==> config.mk <==
export PLATFORM = sky130hd
export DESIGN_NAME = cgph_blend_axis
export DESIGN_NICKNAME = d
export VERILOG_FILES = /design/src/rtl/core/assert_macros.svh /design/src/rtl/core/cgph_pkg.sv /design/src/rtl/core/cgph_blend_axis.sv
export SDC_FILE = /design/constraint.sdc
export NUM_CORES = 1
export LEC_CHECK = 0
export ABC_AREA = 1
export BUFFER_PORTS_ARGS = -buffer_cell sky130_fd_sc_hd__buf_2
export CORE_MARGIN = 5
export CORE_UTILIZATION = 45
export DETAILED_ROUTE_END_ITERATION = 12
export PLACE_DENSITY = 0.66
export REMOVE_ABC_BUFFERS = 1
export SYNTH_ARGS = -nofsm -noshare
export SYNTH_HDL_FRONTEND = slang
export SYNTH_SLANG_ARGS = --single-unit
==> constraint.sdc <==
create_clock -name vclk -period 36.5
set_input_delay 7.3 -clock vclk [all_inputs]
set_output_delay 7.3 -clock vclk [all_outputs]
set_load 0.005 [all_outputs]
==> src/rtl/core/assert_macros.svh <==
// Assertion macros used by the top level of the histogram core.
`ifndef ASSERT_MACROS_SVH
`define ASSERT_MACROS_SVH

// Check that a condition implies an expression in the same cycle.
`define ASSERT_SAME(label, cond, expr, msg) \
	label: assert property (@(posedge clk) disable iff (!arst_n) (cond) |-> (expr)) \
		else $error(msg);

// Check that a condition implies an expression in the next cycle.
`define ASSERT_NEXT(label, cond, expr, msg) \
	label: assert property (@(posedge clk) disable iff (!arst_n) (cond) |=> (expr)) \
		else $error(msg);

`endif

==> src/rtl/core/cgph_pkg.sv <==
// Shared types and constants of the chaos-game point histogram core.
package cgph_pkg;

	// Item kinds carried in the slave-side tuser.
	typedef logic [1:0] mode_t;
	localparam mode_t MODE_STEP = 2'd0;
	localparam mode_t MODE_SEED = 2'd1;
	localparam mode_t MODE_READ = 2'd2;

	// Fixed field widths of the stream ports.
	localparam int IN_COORD_W  = 10;
	localparam int OUT_POINT_W = 18;
	localparam int OUT_COUNT_W = 32;
	localparam int S_TDATA_W   = 24;
	localparam int S_TUSER_W   = 2;
	localparam int M_TDATA_W   = 72;
	localparam int M_PAD_W     = M_TDATA_W - 2 * OUT_POINT_W - OUT_COUNT_W;

	// Blend weight register in Q1.16.
	localparam int WEIGHT_W    = 17;
	localparam int WEIGHT_FRAC = 16;
	localparam logic [WEIGHT_W-1:0] WEIGHT_ONE   = 17'd65536;
	localparam logic [WEIGHT_W-1:0] WEIGHT_RESET = 17'd32768;

	// Control information that travels with an item down the pipeline.
	typedef struct packed {
		logic  valid;
		mode_t mode;
	} stage_t;

endpackage

==> src/rtl/core/cgph_blend_axis.sv <==
// Per-axis blend of the current point toward a target vertex.
module cgph_blend_axis
	import cgph_pkg::*;
#(
	parameter int COORD_BITS = 10,
	parameter int FRAC_BITS  = 8
) (
	input  logic [COORD_BITS+FRAC_BITS-1:0] point,
	input  logic [COORD_BITS-1:0]           target,
	input  logic [WEIGHT_W-1:0]             alpha,
	output logic [COORD_BITS+FRAC_BITS-1:0] next_point
);

	localparam int PT_W   = COORD_BITS + FRAC_BITS;
	localparam int PROD_W = PT_W + 1 + WEIGHT_W + 1;

	logic        [PT_W-1:0]   target_fix;
	logic signed [PT_W:0]     diff;
	logic signed [PROD_W-1:0] prod;

	// The blend p*a + t*(1-a) is rewritten as t + (p-t)*a, which needs a
	// single signed multiplier; the arithmetic shift floors as truncation does.
	always_comb begin
		target_fix = PT_W'(target) << FRAC_BITS;
		diff       = $signed({1'b0, point}) - $signed({1'b0, target_fix});
		prod       = PROD_W'(diff) * PROD_W'($signed({1'b0, alpha}));
		next_point = target_fix + prod[PT_W+WEIGHT_FRAC-1:WEIGHT_FRAC];
	end

endmodule

==> results of run 1 <==
[cell type report]
class	count	area [sq um]
inverter	535	2010
timing repair buffer	63	315
fill	2867	14500
tap	378	473
multi-input combinational	1087	10500
[cell usage after synthesis, drive strengths merged]
| library cell | number |
|---|---|
| nor3 | 8 |
| xor2 | 24 |
| clkbuf | 42 |
| o21bai | 4 |
| a21oi | 35 |
| clkinv | 3 |
| fa | 306 |
| o21ai | 13 |
| or2 | 3 |
| xnor2 | 13 |
| nand4 | 7 |
| ha | 101 |
| o21ba | 1 |
| a211oi | 1 |
| a31oi | 5 |
| inv | 532 |
| and3 | 3 |
| buf | 8 |
| o31ai | 1 |
| a21o | 7 |
| a221oi | 2 |
| o221ai | 1 |
| nand3 | 28 |
| nor2 | 131 |
| nand2 | 386 |
| a21boi | 2 |
| nand3b | 2 |
| o211ai | 1 |
| o21a | 2 |
[per-stage QoR]
| step | util [%] | setup slack [ns] | instance area, sq um | std cells |
|---|---|---|---|---|
| after floorplan | - | 14.63 | 12500 | 1622 |
| after global placement | 47.7 | 13.18 | 13300 | 2063 |
| after detailed placement | 47.7 | 13.22 | 13300 | 2063 |
| after CTS | 47.7 | 13.22 | 13300 | 2063 |
| after global routing | 47.7 | 12.67 | 13300 | 2063 |
| final | 47.7 | 13.19 | 13300 | 2063 |
[how the worst max path moves through the flow]
stage / startpoint / end / cells past startpoint
6_report: point[8] / next_point[16] / 35
5_1_grt: point[8] / next_point[16] / 37
4_1_cts: point[8] / next_point[16] / 35
3_5_place_dp: point[8] / next_point[16] / 35
3_3_place_gp: point[8] / next_point[16] / 35
2_1_floorplan: point[8] / next_point[16] / 33
[metal layers]
metal  share of wire (%)  GRT usage (%)  vias to the layer above
li1                    -              -                     4720
met1                  43           29.7                     5039
met2                  50           39.5                      252
met3                 3.6          0.703                       61
met4                 3.4           5.64                        0
met5                   0              0                        -
[worst max-delay path, delay by kind of cell]
family          cells  cell delay (ns)
compound gates      6             1.26
xor+xnor            3             1.11
fa+ha+maj          11             4.64
simple gates        7             0.89
buf+inv             8             0.77
[cells by family (layout without fill, tap and decap cells)]
| logic type | after synthesis | in the layout |
|---|---|---|
| xor+xnor | 37 | 37 |
| fa+ha+maj | 407 | 407 |
| buf+inv | 585 | 598 |
| compound gates | 75 | 75 |
| simple gates | 568 | 568 |
==> out/qor.tcl, run 1 <==
set qor(run_status) {complete, no violations}
set qor(vias_per_cell) 4.88
set qor(area_growth_pct) 4.71
set qor(synth-simple-area-share_pct) 17.8
set qor(area_share_of_xor_xnor_cells_in_the_synthesized_design_pct) 2.80
set qor(ys_warn_count) 0
set qor(detail_route.drc_violations) 0
set qor(area.sequential_sq_um) 0
set qor(fmax_mhz) 42.9
set qor(dominant_combinational_cell_family_by_area_after_synthesis) {adder cells}
set qor(post_synth.cell_area_avg_sq_um) 7.57
set qor(hp-start) {target[0]}
set qor(worst_hold_path.num_cells) 3
set qor(nNetsFinal) 2139
set qor(crit_required_ns) 29.20
set qor(num_antenna_cells) 0
set qor(antenna_found_initial) 0
set qor(grt_util_all_layers_pct) 22.1
set qor(synth_top_area_share_pct) 48.4
set qor(buffer_ports.inserted) 63
set qor(worst-slew-pin-transition_ns) 0.988
set qor(vias) 10100
set qor(fin_setup_tns_ns) 0
set qor(effective_utilization_at_floorplan_pct) 45.6
set qor(first_global_vias) 10800
set qor(fin_crit_sh_pct) 63.9
set qor(grt_max_degree) 20
set qor(synth.distinct_cells) 39
set qor(synthTopCellsByArea) {fa_1 48%, inv_1 16%, nand2_1 11%, ha_1 10%, nor2_1 3.7%}
set qor(hold_buffer_count_at_cts) 0
set qor(layout.cells.most_common_list) {529 x inv_1, 384 x nand2_1, 306 x fa_1}
set qor(final.min_clock_period_ns) 23.31
set qor(grt_setup_unrepaired) {no}
set qor(critical-path-slowest-cell) {xnor2_2}
set qor(place.detailed.hpwl_um) 28700
set qor(syn_inst) 1672
set qor(cts_setup_buffers) 0
set qor(adder_cell_share_of_the_synthesized_area_pct) 58.4
set qor(setup.worst_path.end_class) {output pin}
set qor(min_path_type) {input port to output pin}
set qor(critical_path_class) {input port to output pin}
set qor(die_w_um) 178
set qor(ctsResizeCount) 0
set qor(die_area_sq_mm) 0.0316
set qor(drt-wirelength-per-cell_um) 16.0
set qor(netlist_area_sq_mm) 0.0127
set qor(timing.critical_path.mode_cell) {fa_1}
set qor(synthMuxAreaShare_pct) 0
set qor(worst_slew_margin_rel_pct) 33.8
set qor(setup.worst_path.start_class) {input port}
set qor(flops_and_latches) 0
set qor(finalHoldViolations) 0
set qor(most_common_cell_after_layout_fill_and_taps_aside) {inv_1}
set qor(wirelength_um) 32900
set qor(dr_iter_0_viols) 620
set qor(critPathArrivalTime_ns) 16.01
set qor(drive_gt1_share_pct) 5.28
set qor(synth_compound_gate_area_share_pct) 3.59
set qor(synth.yosys.seq_area_share_pct) 0
set qor(number_of_max_cap_violations) 0
set qor(placementRows) 61
set qor(final_max_slew_viol_count) 0
set qor(holdWs_ns) 14.92
set qor(core_area_sq_mm) 0.0278
set qor(cp_max_fo) 13
set qor(yosys.area.top_type) {fa_1}
set qor(place_congestion) 0.917
set qor(whs_endpoint) {next_point[8]}
set qor(drt.antenna.violating_nets) 0
set qor(die_y_um) 178
set qor(critical_path.max_stage_delay_ns) 0.81
set qor(grt_pass1_wl_um) 55200
set qor(drt_pass1_iterations) 7
set qor(setup_viol) 0
set qor(grt-ovfl-total) 0
set qor(clock_buffer_count) 0
set qor(pin_count) 63
Power of run 1 is not shown: default switching activity piles up to over one toggle a cycle in this logic, so the estimate is an artifact.
==> run 2, diff against run 1 <==
Clock period 36.5 ns to 22.2 ns, I/O delays scaled along.
==> run 2 against run 1 <==
  * Wire length decreased by 1.6%
  * Sequential cell count unchanged
  * Via count increased by 0.45%
  * Global-route usage decreased by 0.48 points
  * Final area unchanged
  * Highest routed layer unchanged
  * Worst hold slack got worse by 5.7 ns
==> out/qor.tcl, run 2 (synthesis gave the netlist of run 1 again) <==
set qor(grt_util_all_layers_pct) 21.6
set qor(critPathArrivalTime_ns) 13.04
set qor(pin_count) 63
set qor(grt_max_degree) 20
set qor(critical_path.max_stage_delay_ns) 0.77
set qor(die_area_sq_mm) 0.0316
set qor(drt-wirelength-per-cell_um) 15.7
set qor(place.detailed.hpwl_um) 28300
set qor(dr_iter_0_viols) 519
set qor(setup_viol) 0
set qor(timing.critical_path.mode_cell) {fa_1}
set qor(die_w_um) 178
set qor(num_antenna_cells) 0
set qor(placed_cells) 2063
set qor(number_of_max_cap_violations) 0
set qor(core_area_sq_mm) 0.0278
set qor(critical-path-slowest-cell) {xnor2_2}
set qor(most_common_cell_after_layout_fill_and_taps_aside) {inv_1}
set qor(grt_setup_unrepaired) {no}
set qor(place_congestion) 0.915
set qor(worst_hold_path.num_cells) 3
set qor(cp_max_fo) 13
set qor(drt_pass1_iterations) 5
set qor(ctsResizeCount) 0
set qor(multi_input_comb_area_sq_mm) 0.0105
set qor(area_growth_pct) 4.71
set qor(vias_per_cell) 4.90
set qor(fillers) 2843
set qor(stdcell_count) 2063
set qor(area.sequential_sq_um) 0
set qor(final_core_density_pct) 47.7
set qor(placementRows) 61
set qor(layout.cells.most_common_list) {529 x inv_1, 384 x nand2_1, 306 x fa_1}
set qor(die_y_um) 178
set qor(worst-slew-pin-transition_ns) 0.928
set qor(min_path_type) {input port to output pin}
set qor(first_global_vias) 10700
set qor(final_max_slew_viol_count) 0
set qor(drt.antenna.violating_nets) 0
set qor(antenna_found_initial) 0
set qor(flops_and_latches) 0
set qor(cp_num_buf_inv) 8
set qor(setup.worst_path.start_class) {input port}
set qor(wirelength_um) 32400
set qor(clock_buffer_count) 0
set qor(finalHoldViolations) 0
set qor(grt-ovfl-total) 0
set qor(fmax_mhz) 57.2
set qor(drive_gt1_share_pct) 5.28
set qor(hold_buffer_count_at_cts) 0
set qor(fin_setup_tns_ns) 0
set qor(vias) 10100
set qor(critical_path_class) {input port to output pin}
set qor(effective_utilization_at_floorplan_pct) 45.6
set qor(grt_pass1_wl_um) 54100
set qor(worst_slew_margin_rel_pct) 37.9
set qor(whs_endpoint) {next_point[8]}
set qor(fin_crit_sh_pct) 78.7
set qor(crit_required_ns) 17.76
set qor(final.min_clock_period_ns) 17.48
set qor(path_delay_family) {adder cells}
set qor(run_status) {complete, no violations}
set qor(crit_cells) 35
set qor(buffer_ports.inserted) 63
set qor(cts_setup_buffers) 0
set qor(hp-start) {target[0]}
set qor(detail_route.drc_violations) 0
set qor(setup.worst_path.end_class) {output pin}
set qor(nNetsFinal) 2139
## run 2: how the worst max path moves through the flow
stage                        start              to  slack (ns)
final                     point[8]  next_point[16]        4.72
after global routing      point[8]  next_point[16]        4.18
after CTS                 point[8]  next_point[16]        4.73
after detailed placement  point[8]  next_point[16]        4.76
after global placement    point[8]  next_point[16]        4.72
after floorplan           point[8]  next_point[16]        6.05
## run 2: worst min-delay path, cell delays in order
cell	delay [ns]
buf_2	0.09
ha_1	0.12
buf_2	0.10
## run 2: layout make-up
cell class | count | share of cell area (%)
Timing Repair Buffer | 63 | 2.38
Multi-Input combinational cell | 1087 | 78.9
Inverter | 535 | 15.2
Tap cell | 378 | 3.57
## run 2: per-layer routing
metal  part of all wire, %  GRT usage (%)  routed length (um)
met5                     0              0                   0
met2                    50           38.9               16300
met1                    42           28.6               13500
met4                   3.1           5.09                1010
met3                   5.0           1.36                1610
## run 2: per-stage QoR
stage	worst slack [ns]	hold slack, ns	area, sq um
after floorplan	6.05	9.00	12500
after global placement	4.72	9.19	13300
after detailed placement	4.76	9.20	13300
after CTS	4.73	9.20	13300
after global routing	4.18	9.21	13300
final	4.72	9.20	13300
Power of run 2 is left out for the same reason.
